==> config.mk <==
export PLATFORM = sky130hd
export DESIGN_NAME = mic_rms_level_trigger_core_flat
export DESIGN_NICKNAME = d
export VERILOG_FILES = /design/src/hdl/mrt_pkg.sv /design/src/hdl/mrt_sample_if.sv /design/src/hdl/mrt_result_if.sv /design/src/hdl/mrt_cfg_if.sv /design/src/hdl/mrt_regs.sv /design/src/hdl/mrt_ctrl.sv /design/src/hdl/mrt_datapath.sv /design/src/hdl/mic_rms_level_trigger_core.sv /design/src/flat_wrapper.sv
export SDC_FILE = /design/constraint.sdc
export NUM_CORES = 1
export LEC_CHECK = 0
export ABC_AREA = 1
export BUFFER_PORTS_ARGS = -buffer_cell sky130_fd_sc_hd__buf_4
export CAP_MARGIN = 20
export CORE_MARGIN = 2
export CORE_UTILIZATION = 60
export CTS_BUF_LIST = sky130_fd_sc_hd__clkbuf_8
export DETAILED_ROUTE_END_ITERATION = 8
export MAX_ROUTING_LAYER = met4
export PLACE_DENSITY = 0.77
export SKIP_LAST_GASP = 1
export SLEW_MARGIN = 15
export SYNTH_ARGS = -nofsm -noshare
export SYNTH_HDL_FRONTEND = slang
export SYNTH_HIERARCHICAL = 1
export SYNTH_SLANG_ARGS = --single-unit
==> constraint.sdc <==
create_clock -name clk -period 9.5 [get_ports clk]
set_input_delay 0.95 -clock clk [delete_from_list [all_inputs] [get_ports clk]]
set_output_delay 0.95 -clock clk [all_outputs]
set_load 0.02 [all_outputs]
==> src/hdl/mrt_pkg.sv <==
// Package for the microphone RMS level trigger: widths, register indexes,
// reset values, state encoding and the controller/datapath structs.
// No dependencies.
`timescale 1ns / 1ps
package mrt_pkg;

  localparam int SAMPLE_W        = 12;
  localparam int FL_W            = 9;
  localparam int LVL_W           = 8;
  localparam int RMS_W           = 16;
  localparam int INT_W           = 8;
  localparam int SUM_W           = 32;
  localparam int Q_SH            = 8;
  localparam int DIVD_W          = SUM_W + Q_SH;
  localparam int ROOT_W          = DIVD_W / 2;
  localparam int DIV_STEPS       = DIVD_W;
  localparam int SQRT_STEPS      = DIVD_W / 2;
  localparam int STEP_W          = $clog2(DIV_STEPS);
  localparam int CFG_ADDR_W      = 4;
  localparam int CFG_DATA_W      = FL_W;

  localparam int MAX_FRAME_DEF   = 256;
  localparam int SAMPLE_BITS_DEF = 12;

  localparam logic [CFG_ADDR_W-1:0] REG_FRAME_LENGTH   = CFG_ADDR_W'(0);
  localparam logic [CFG_ADDR_W-1:0] REG_LEVEL_STEPS    = CFG_ADDR_W'(1);
  localparam logic [CFG_ADDR_W-1:0] REG_LOUD_THRESHOLD = CFG_ADDR_W'(2);
  localparam logic [CFG_ADDR_W-1:0] REG_TRIGGER_COUNT  = CFG_ADDR_W'(3);

  localparam logic [FL_W-1:0]  RST_FRAME_LENGTH   = FL_W'(200);
  localparam logic [LVL_W-1:0] RST_LEVEL_STEPS    = LVL_W'(100);
  localparam logic [LVL_W-1:0] RST_LOUD_THRESHOLD = LVL_W'(6);
  localparam logic [LVL_W-1:0] RST_TRIGGER_COUNT  = LVL_W'(10);

  typedef enum logic [1:0] {
    ST_ACCUM,
    ST_DIV,
    ST_SQRT,
    ST_DONE
  } mrt_state_t;

  typedef struct packed {
    logic [FL_W-1:0]  frame_length;
    logic [LVL_W-1:0] level_steps;
    logic [LVL_W-1:0] loud_threshold;
    logic [LVL_W-1:0] trigger_count;
  } mrt_cfg_t;

  typedef struct packed {
    logic acc;
    logic load;
    logic div_step;
    logic sqrt_step;
    logic finish;
  } mrt_cmd_t;

  typedef struct packed {
    logic frame_end;
    logic out_free;
  } mrt_sts_t;

endpackage

==> src/hdl/mrt_sample_if.sv <==
// Sample stream channel: valid/ready plus one ADC sample per beat.
// Depends on mrt_pkg.
`timescale 1ns / 1ps
interface mrt_sample_if import mrt_pkg::*; ();
  logic                valid;
  logic                ready;
  logic [SAMPLE_W-1:0] sample;

  modport source (output valid, output sample, input ready);
  modport sink (input valid, input sample, output ready);
endinterface

==> src/hdl/mrt_result_if.sv <==
// Result channel: valid/ready plus RMS, intensity and trigger per beat.
// Depends on mrt_pkg.
`timescale 1ns / 1ps
interface mrt_result_if import mrt_pkg::*; ();
  logic             valid;
  logic             ready;
  logic [RMS_W-1:0] rms_q4;
  logic [INT_W-1:0] intensity;
  logic             trigger;

  modport source (output valid, output rms_q4, output intensity, output trigger, input ready);
  modport sink (input valid, input rms_q4, input intensity, input trigger, output ready);
endinterface

==> src/hdl/mrt_cfg_if.sv <==
// Configuration write channel: valid/ready, register index and write data.
// Depends on mrt_pkg.
`timescale 1ns / 1ps
interface mrt_cfg_if import mrt_pkg::*; ();
  logic                  valid;
  logic                  ready;
  logic [CFG_ADDR_W-1:0] index;
  logic [CFG_DATA_W-1:0] data;

  modport source (output valid, output index, output data, input ready);
  modport sink (input valid, input index, input data, output ready);
endinterface

==> src/hdl/mrt_regs.sv <==
// Configuration register file: decodes write beats into the four settings.
// Depends on mrt_pkg and mrt_cfg_if.
`timescale 1ns / 1ps
module mrt_regs import mrt_pkg::*; (
  input  logic       clk,
  input  logic       rst,
  mrt_cfg_if.sink    cfg,
  output mrt_cfg_t   regs
);

  assign cfg.ready = 1'b1;

  always_ff @(posedge clk) begin
    if (rst) begin
      regs.frame_length   <= RST_FRAME_LENGTH;
      regs.level_steps    <= RST_LEVEL_STEPS;
      regs.loud_threshold <= RST_LOUD_THRESHOLD;
      regs.trigger_count  <= RST_TRIGGER_COUNT;
    end else if (cfg.valid) begin
      unique case (cfg.index)
        REG_FRAME_LENGTH:   regs.frame_length   <= cfg.data;
        REG_LEVEL_STEPS:    regs.level_steps    <= cfg.data[LVL_W-1:0];
        REG_LOUD_THRESHOLD: regs.loud_threshold <= cfg.data[LVL_W-1:0];
        REG_TRIGGER_COUNT:  regs.trigger_count  <= cfg.data[LVL_W-1:0];
        default: ;
      endcase
    end
  end

endmodule

==> src/hdl/mrt_ctrl.sv <==
// Controller: sequences accumulate, bit-serial divide, digit-serial square
// root and result load. Depends on mrt_pkg.
`timescale 1ns / 1ps
module mrt_ctrl import mrt_pkg::*; (
  input  logic     clk,
  input  logic     rst,
  input  logic     in_valid,
  output logic     in_ready,
  input  mrt_sts_t sts,
  output mrt_cmd_t cmd
);

  localparam logic [STEP_W-1:0] LAST_DIV  = STEP_W'(DIV_STEPS - 1);
  localparam logic [STEP_W-1:0] LAST_SQRT = STEP_W'(SQRT_STEPS - 1);

  mrt_state_t        state, state_next;
  logic [STEP_W-1:0] cnt, cnt_next;

  always_ff @(posedge clk) begin
    if (rst) begin
      state <= ST_ACCUM;
      cnt   <= '0;
    end else begin
      state <= state_next;
      cnt   <= cnt_next;
    end
  end

  always_comb begin
    state_next = state;
    cnt_next   = cnt;
    cmd        = '0;
    in_ready   = 1'b0;
    unique case (state)
      ST_ACCUM: begin
        in_ready = 1'b1;
        if (in_valid) begin
          cmd.acc = 1'b1;
          if (sts.frame_end) begin
            cmd.load   = 1'b1;
            cnt_next   = '0;
            state_next = ST_DIV;
          end
        end
      end
      ST_DIV: begin
        cmd.div_step = 1'b1;
        if (cnt == LAST_DIV) begin
          cnt_next   = '0;
          state_next = ST_SQRT;
        end else begin
          cnt_next = cnt + 1'b1;
        end
      end
      ST_SQRT: begin
        cmd.sqrt_step = 1'b1;
        if (cnt == LAST_SQRT) begin
          cnt_next   = '0;
          state_next = ST_DONE;
        end else begin
          cnt_next = cnt + 1'b1;
        end
      end
      ST_DONE: begin
        if (sts.out_free) begin
          cmd.finish = 1'b1;
          state_next = ST_ACCUM;
        end
      end
    endcase
  end

  a_div_to_sqrt: assert property (@(posedge clk) disable iff (rst)
    (state == ST_DIV && cnt == LAST_DIV) |=> (state == ST_SQRT && cnt == '0))
    else $error("divide did not hand over to square root");

  a_sqrt_to_done: assert property (@(posedge clk) disable iff (rst)
    (state == ST_SQRT && cnt == LAST_SQRT) |=> (state == ST_DONE))
    else $error("square root did not finish on its last step");

  a_frame_end: assert property (@(posedge clk) disable iff (rst)
    (state == ST_ACCUM && in_valid && sts.frame_end) |=> (state == ST_DIV && cnt == '0))
    else $error("frame end beat did not start the divide");

endmodule

==> src/hdl/mrt_datapath.sv <==
// Datapath: square accumulator, restoring divider, square root, intensity,
// loud-frame counter and output register. Depends on mrt_pkg, mrt_result_if.
`timescale 1ns / 1ps
module mrt_datapath import mrt_pkg::*; #(
  parameter int MAX_FRAME   = MAX_FRAME_DEF,
  parameter int SAMPLE_BITS = SAMPLE_BITS_DEF
) (
  input  logic                clk,
  input  logic                rst,
  input  logic [SAMPLE_W-1:0] sample,
  input  mrt_cfg_t            regs,
  input  mrt_cmd_t            cmd,
  output mrt_sts_t            sts,
  mrt_result_if.source        results
);

  localparam int NW     = $clog2(MAX_FRAME + 1);
  localparam int DR_W   = NW + 1;
  localparam int SQ_W   = 2 * SAMPLE_BITS;
  localparam int MID_SH = SAMPLE_BITS + 3;
  localparam int PROD_W = LVL_W + RMS_W;
  localparam int SQR_W  = ROOT_W + 3;
  localparam logic [RMS_W-1:0]  MID     = RMS_W'(1) << MID_SH;
  localparam logic [PROD_W-1:0] INT_SAT = PROD_W'((1 << INT_W) - 1);
  localparam logic [LVL_W-1:0]  LOUD_MAX = '1;

  logic [NW-1:0]          n_eff;
  logic [SAMPLE_BITS-1:0] s;
  logic [SQ_W-1:0]        sq;
  logic [SUM_W-1:0]       sum, sum_next;
  logic [FL_W-1:0]        idx, idx_inc;

  logic [DIVD_W-1:0]      work;
  logic [DR_W-1:0]        div_rem, div_sh;
  logic                   div_ge;
  logic [SQR_W-1:0]       sq_rem, sq_sh, trial;
  logic                   sq_ge;
  logic [ROOT_W-1:0]      root;

  logic [RMS_W-1:0]       rms, dev;
  logic [PROD_W-1:0]      prod, int_q;
  logic [INT_W-1:0]       intensity;
  logic [LVL_W-1:0]       loud, loud_inc;
  logic                   trig;

  logic                   out_valid;
  logic [RMS_W-1:0]       out_rms;
  logic [INT_W-1:0]       out_int;
  logic                   out_trig;

  always_comb begin
    priority if (regs.frame_length == '0) begin
      n_eff = NW'(1);
    end else if (regs.frame_length > FL_W'(MAX_FRAME)) begin
      n_eff = NW'(MAX_FRAME);
    end else begin
      n_eff = regs.frame_length[NW-1:0];
    end
  end

  assign s             = sample[SAMPLE_BITS-1:0];
  assign sq            = SQ_W'(s) * SQ_W'(s);
  assign sum_next      = sum + SUM_W'(sq);
  assign idx_inc       = idx + 1'b1;
  assign sts.frame_end = idx_inc >= FL_W'(n_eff);
  assign sts.out_free  = !out_valid || results.ready;

  always_ff @(posedge clk) begin
    if (rst) begin
      sum <= '0;
      idx <= '0;
    end else if (cmd.acc) begin
      if (sts.frame_end) begin
        sum <= '0;
        idx <= '0;
      end else begin
        sum <= sum_next;
        idx <= idx_inc;
      end
    end
  end

  // restoring divide, one quotient bit per step
  assign div_sh = {div_rem[DR_W-2:0], work[DIVD_W-1]};
  assign div_ge = div_sh >= DR_W'(n_eff);

  // digit-by-digit square root on the quotient, two radicand bits per step
  assign sq_sh  = {sq_rem[SQR_W-3:0], work[DIVD_W-1 -: 2]};
  assign trial  = SQR_W'({root, 2'b01});
  assign sq_ge  = sq_sh >= trial;

  always_ff @(posedge clk) begin
    if (cmd.load) begin
      work    <= {sum_next, {Q_SH{1'b0}}};
      div_rem <= '0;
      sq_rem  <= '0;
      root    <= '0;
    end else if (cmd.div_step) begin
      work    <= {work[DIVD_W-2:0], div_ge};
      div_rem <= div_ge ? (div_sh - DR_W'(n_eff)) : div_sh;
    end else if (cmd.sqrt_step) begin
      work    <= {work[DIVD_W-3:0], 2'b00};
      sq_rem  <= sq_ge ? (sq_sh - trial) : sq_sh;
      root    <= {root[ROOT_W-2:0], sq_ge};
    end
  end

  assign rms   = root[RMS_W-1:0];
  assign dev   = (rms >= MID) ? (rms - MID) : (MID - rms);
  assign prod  = PROD_W'(regs.level_steps) * PROD_W'(dev);
  assign int_q = (prod - 1'b1) >> MID_SH;

  always_comb begin
    priority if (prod == '0) begin
      intensity = '0;
    end else if (int_q > INT_SAT) begin
      intensity = '1;
    end else begin
      intensity = int_q[INT_W-1:0];
    end
  end

  assign loud_inc = (intensity >= regs.loud_threshold && loud != LOUD_MAX) ?
                    (loud + 1'b1) : loud;
  assign trig     = loud_inc >= regs.trigger_count;

  always_ff @(posedge clk) begin
    if (rst) begin
      loud      <= '0;
      out_valid <= 1'b0;
    end else begin
      if (cmd.finish) begin
        loud      <= trig ? '0 : loud_inc;
        out_valid <= 1'b1;
      end else if (results.ready) begin
        out_valid <= 1'b0;
      end
    end
  end

  always_ff @(posedge clk) begin
    if (cmd.finish) begin
      out_rms  <= rms;
      out_int  <= intensity;
      out_trig <= trig;
    end
  end

  assign results.valid     = out_valid;
  assign results.rms_q4    = out_rms;
  assign results.intensity = out_int;
  assign results.trigger   = out_trig;

  a_finish_free: assert property (@(posedge clk) disable iff (rst)
    cmd.finish |-> (!out_valid || results.ready))
    else $error("result loaded over an untaken beat");

  a_trig_clears: assert property (@(posedge clk) disable iff (rst)
    (cmd.finish && trig) |=> (loud == '0 && results.trigger))
    else $error("trigger did not clear the loud-frame count");

  a_load_clears: assert property (@(posedge clk) disable iff (rst)
    cmd.load |=> (sum == '0 && idx == '0))
    else $error("frame end did not clear the accumulator");

endmodule

==> src/hdl/mic_rms_level_trigger_core.sv <==
// Microphone RMS level trigger, top level: config registers, controller
// and datapath. Depends on mrt_pkg, the three channel interfaces and
// mrt_regs, mrt_ctrl, mrt_datapath.
//
// Usage:
//   samples : one ADC code per beat, low SAMPLE_BITS bits used.
//   cfg     : register writes (0 frame_length, 1 level_steps,
//             2 loud_threshold, 3 trigger_count); ready is always high.
//   results : one beat per frame with rms_q4, intensity and trigger.
// Samples are taken one per cycle while the controller accumulates. The
// beat that ends a frame starts a 40-step bit-serial divide by the frame
// length and a 20-step square root; the result register loads once both
// are done and the register is free, and samples are held off until then.
// A result waits in the output register while the receiver stalls; the next
// frame accumulates meanwhile, and once its divide and root are done samples
// stay held off until the register is free. Reset clears the accumulator,
// loud-frame count and output valid and loads the register defaults 200,
// 100, 6 and 10.
`timescale 1ns / 1ps
module mic_rms_level_trigger_core import mrt_pkg::*; #(
  parameter int MAX_FRAME   = MAX_FRAME_DEF,
  parameter int SAMPLE_BITS = SAMPLE_BITS_DEF
) (
  input  logic          clk,
  input  logic          rst,
  mrt_sample_if.sink    samples,
  mrt_result_if.source  results,
  mrt_cfg_if.sink       cfg
);

  mrt_cfg_t regs;
  mrt_cmd_t cmd;
  mrt_sts_t sts;
  logic     in_ready;

  assign samples.ready = in_ready;

  mrt_regs u_regs (
    .clk  (clk),
    .rst  (rst),
    .cfg  (cfg),
    .regs (regs)
  );

  mrt_ctrl u_ctrl (
    .clk      (clk),
    .rst      (rst),
    .in_valid (samples.valid),
    .in_ready (in_ready),
    .sts      (sts),
    .cmd      (cmd)
  );

  mrt_datapath #(
    .MAX_FRAME   (MAX_FRAME),
    .SAMPLE_BITS (SAMPLE_BITS)
  ) u_datapath (
    .clk     (clk),
    .rst     (rst),
    .sample  (samples.sample),
    .regs    (regs),
    .cmd     (cmd),
    .sts     (sts),
    .results (results)
  );

endmodule

==> src/flat_wrapper.sv <==
// flat-port wrapper written by rule: the top's interface ports become plain ports
module mic_rms_level_trigger_core_flat import mrt_pkg::*;
#(
  parameter int MAX_FRAME   = MAX_FRAME_DEF,
  parameter int SAMPLE_BITS = SAMPLE_BITS_DEF
)
  (clk, rst, samples_valid, samples_sample, samples_ready, results_valid, results_rms_q4, results_intensity, results_trigger, results_ready, cfg_valid, cfg_index, cfg_data, cfg_ready);
  mrt_sample_if samples_i ();
  mrt_result_if results_i ();
  mrt_cfg_if cfg_i ();
  input  logic clk;
  input  logic rst;
  input wire logic [$bits(samples_i.valid)-1:0] samples_valid;
  input wire logic [$bits(samples_i.sample)-1:0] samples_sample;
  output wire logic [$bits(samples_i.ready)-1:0] samples_ready;
  output wire logic [$bits(results_i.valid)-1:0] results_valid;
  output wire logic [$bits(results_i.rms_q4)-1:0] results_rms_q4;
  output wire logic [$bits(results_i.intensity)-1:0] results_intensity;
  output wire logic [$bits(results_i.trigger)-1:0] results_trigger;
  input wire logic [$bits(results_i.ready)-1:0] results_ready;
  input wire logic [$bits(cfg_i.valid)-1:0] cfg_valid;
  input wire logic [$bits(cfg_i.index)-1:0] cfg_index;
  input wire logic [$bits(cfg_i.data)-1:0] cfg_data;
  output wire logic [$bits(cfg_i.ready)-1:0] cfg_ready;
  assign samples_i.valid = samples_valid;
  assign samples_i.sample = samples_sample;
  assign samples_ready = samples_i.ready;
  assign results_valid = results_i.valid;
  assign results_rms_q4 = results_i.rms_q4;
  assign results_intensity = results_i.intensity;
  assign results_trigger = results_i.trigger;
  assign results_i.ready = results_ready;
  assign cfg_i.valid = cfg_valid;
  assign cfg_i.index = cfg_index;
  assign cfg_i.data = cfg_data;
  assign cfg_ready = cfg_i.ready;
  mic_rms_level_trigger_core #(.MAX_FRAME(MAX_FRAME), .SAMPLE_BITS(SAMPLE_BITS)) u_core (.clk(clk), .rst(rst), .samples(samples_i), .results(results_i), .cfg(cfg_i));
endmodule
==> flow_summary_export.csv <==
group,metric,value,unit
synthesis,synth_area_leaders,"fa_1 (18%), dfxtp_1 (14%), nand2_1 (11%)",
clocking,cts_buffers,38,
setup_path,worstPathRequired,9.97,ns
route,drt-total-wl,51400,um
route,wl_per_cell,15.2,um
synthesis,muxShareOfSynthArea,0.0536,%
synthesis,synthDominantCellAreaShare,17.5,%
timing,clock.fmax,113,MHz
clocking,cts_buffer_depth,3,
synthesis,synth_area,21000,um^2
place,post-place-ws,0.328,ns
synthesis,synth_top_family_by_area,"adder cells",
synthesis,yosysTopAreaCell,"fa_1",
synthesis,synth_xor_xnor_area_share,2.75,%
place,dpl_cell_area,21700,um^2
setup_path,end_kind,"flip-flop",
layout,nets,3296,
clocking,cts_tree,"done",
floorplan,rows,68,
clocking,clk_latency,0.58,ns
floorplan,die_area,36500,um^2
synthesis,synth-simple-area-share,24.2,%
global_routing,grt_max_degree,82,
synthesis,async_flop_share,0,%
floorplan,io-pin-count,58,
timing,post-route-min-period,8.83,ns
global_routing,grt_pass1_wl,86200,um
clocking,h-tree-depth,2,
place,routabilityCongestion,0.941,
route,dr.pass1.iters,5,
synthesis,syn_inst,2879,
timing,whs,0.459,ns
setup_path,worstSetupStartpointType,"flip-flop",
timing,period_share,93.0,%
synthesis,ys_types,57,
place,port_buffers,56,
synthesis,yosysSeqAreaShare,22.3,%
route,vias,18500,
synthesis,synth_edf_count,57,
synthesis,synth_compound_area_share,10.7,%
synthesis,synth_area_per_cell,7.30,um^2
timing,finalSetupViolations,0,
timing,tns,0,ns
setup_path,cpMostUsedCell,"nand2_1",
setup_path,worstSetupPathType,"reg2reg",
timing,rsz0062_at_grt,"no",
synthesis,synth_fa_ha_area_share,28.0,%
clocking,root_buffer,"clkbuf_8",
route,vias_per_cell,5.44,
timing,worst_slew_pin_slew,0.880,ns
setup_path,path_max_fanout,13,
place,place_hpwl,39900,um
global_routing,antenna_found_initial,0,
synthesis,syn_nets,3268,
setup_path,critical_path.top_delay_family,"simple AND/OR/NAND/NOR gates",
floorplan,die_w,191,um
global_routing,grt_pass1_vias,18600,
timing,hold_viol,0,
route,postRouteAntennaNets,0,
layout,area_delta_synth_final,7.75,%
clocking,cts.sinks,206,
route,drcViolationCount,0,
setup_path,cp_num_buf_inv,8,
synthesis,synth_flop_cell,"dfxtp_1",
timing,finalWorstSetupSlack,0.667,ns
floorplan,start_util,60.8,%
floorplan,die_h,191,um
floorplan,coreArea,34500,um^2
synthesis,ys.warnings.count,6,
setup_path,slowest_stage,"fa_1",
clocking,clk_pin_slew,0.06,ns
global_routing,grt_usage,29.7,%
timing,slew_violations,0,
timing,slew_headroom,41.3,%
run,maxCapViolCount,0,
setup_path,slowest_delay,0.55,ns
layout,drive_gt1_share,7.56,%
global_routing,overflow,0,
layout,antenna_cells,0,
hold_path,hold_class,"reg2reg",
outcome,status,"completed",
route,drt_iter0_markers,1097,
synthesis,ys_ff_latch,206,
setup_path,worstPathArrival,9.30,ns
clocking,hold_buffers,0,
layout,fillers,3118,
timing,fin_skew,0.0399,ns
layout,finalInstanceArea,22600,um^2
==> stage by stage <==
stage	util, %	cells
2_1_floorplan	-	2879
3_3_place_gp	62.9	3316
3_5_place_dp	62.9	3316
4_1_cts	65.2	3386
5_1_grt	65.5	3392
6_report	65.5	3392
==> worst min-delay path, stage by stage, from the launching register on <==
cell and delay, ns:
dfxtp_1 0.33, nand2_1 0.05, nand3_1 0.05
==> state kept, by name, indices dropped and copies added, names as in the netlist <==
register                             flops
u_core/u_datapath/root                  20
u_core/u_datapath/work                  40
u_core/u_datapath/results.rms_q4        16
u_core/u_ctrl/state                      2
u_core/u_datapath/div_rem                9
u_core/u_datapath/sq_rem                21
u_core/u_datapath/sum                   32
u_core/u_datapath/results.trigger        1
u_core/u_regs/regs                      33
u_core/u_datapath/results.valid          1
u_core/u_datapath/loud                   8
u_core/u_ctrl/cnt                        6
u_core/u_datapath/idx                    9
u_core/u_datapath/results.intensity      8
==> cells in the mapped netlist, types with 4 or more instances <==
cell type / count
a211oi_1: 4
a21o_1: 10
a21oi_1: 206
a22oi_1: 5
a31oi_1: 7
and2_1: 4
buf_1: 6
buf_4: 4
buf_6: 4
clkbuf_1: 66
dfxtp_1: 149
edfxtp_1: 57
fa_1: 184
ha_1: 175
inv_1: 563
inv_2: 5
nand2_1: 625
nand2_2: 24
nand3_1: 112
nand3_2: 5
nand3_4: 4
nand3b_1: 8
nand4_1: 68
nor2_1: 257
nor2_2: 5
nor2_4: 4
nor3_1: 24
nor3_2: 4
nor4_1: 6
o2111ai_1: 4
o211ai_1: 9
o21ai_0: 153
o21ai_1: 5
o21bai_1: 6
or2_2: 12
xnor2_1: 26
xor2_1: 40
==> cells in the final DEF, fill, tap and decap left out, types with 7 or more instances in the layout <==
| cell | synthesis | routed |
|---|---|---|
| a21o_1 | 10 | 10 |
| a21oi_1 | 206 | 204 |
| a31oi_1 | 7 | 7 |
| buf_4 | 4 | 70 |
| clkbuf_8 | 0 | 46 |
| clkinv_2 | 1 | 8 |
| dfxtp_1 | 149 | 148 |
| edfxtp_1 | 57 | 57 |
| fa_1 | 184 | 184 |
| ha_1 | 175 | 174 |
| inv_1 | 563 | 571 |
| inv_2 | 5 | 8 |
| nand2_1 | 625 | 623 |
| nand2_2 | 24 | 26 |
| nand3_1 | 112 | 112 |
| nand3b_1 | 8 | 8 |
| nand4_1 | 68 | 68 |
| nor2_1 | 257 | 252 |
| nor2_2 | 5 | 8 |
| nor3_1 | 24 | 22 |
| o211ai_1 | 9 | 9 |
| o21ai_0 | 153 | 152 |
| or2_2 | 12 | 12 |
| xnor2_1 | 26 | 26 |
| xor2_1 | 40 | 40 |
==> what timing repair did <==
action / 4_1_cts / 5_1_grt
buffers inserted: 0 / 5
hold endpoints to repair: 0 / 0
setup endpoints to repair: 0 / 9
gates resized for setup: 0 / 16
==> logic make-up after synthesis <==
logic type | count (synthesis)
and+or+nand+nor | 1169
AOI/OAI and AO/OA | 421
xor gates and xnor gates | 66
buffers and inverters | 656
adders and majority gates | 359
other | 1
DFF | 206
muxes | 1
==> area by class of cell <==
class                           instances  area [um^2]  area share [%]
Clock buffer                           46          633            2.80
Clock inverter                         24          188           0.829
Inverter                              573         2150            9.52
Multi-Input combinational cell       2017        13800            61.2
Sequential cell                       206         4700            20.7
Tap cell                              455          569            2.52
Timing Repair Buffer                   71          546            2.41
==> final timing paths <==
check | from | to | slack (ns) | cells past startpoint
max | u_core/u_datapath/root[0] | u_core/u_datapath/loud[2] | 0.67 | 52
max reg2reg | u_core/u_datapath/root[0] | u_core/u_datapath/loud[2] | 0.67 | 52
min reg2reg | u_core/u_regs/regs[10] | u_core/u_regs/regs[10] | 0.46 | 2
min | u_core/u_regs/regs[10] | u_core/u_regs/regs[10] | 0.46 | 2
==> per-layer routing <==
layer | global-route usage (%) | up-vias | part of all wire, % | wire length [um]
met1 | 34.0 | 8717 | 41 | 21200
met3 | 3.67 | 128 | 4.4 | 2280
met4 | 11.1 | 0 | 3.6 | 1830
met2 | 53.1 | 483 | 51 | 26100
met5 | - | - | 0 | 0
li1 | - | 9131 | - | -
Power is not shown: default switching activity piles up to over one toggle a cycle in this logic, so the estimate is an artifact.
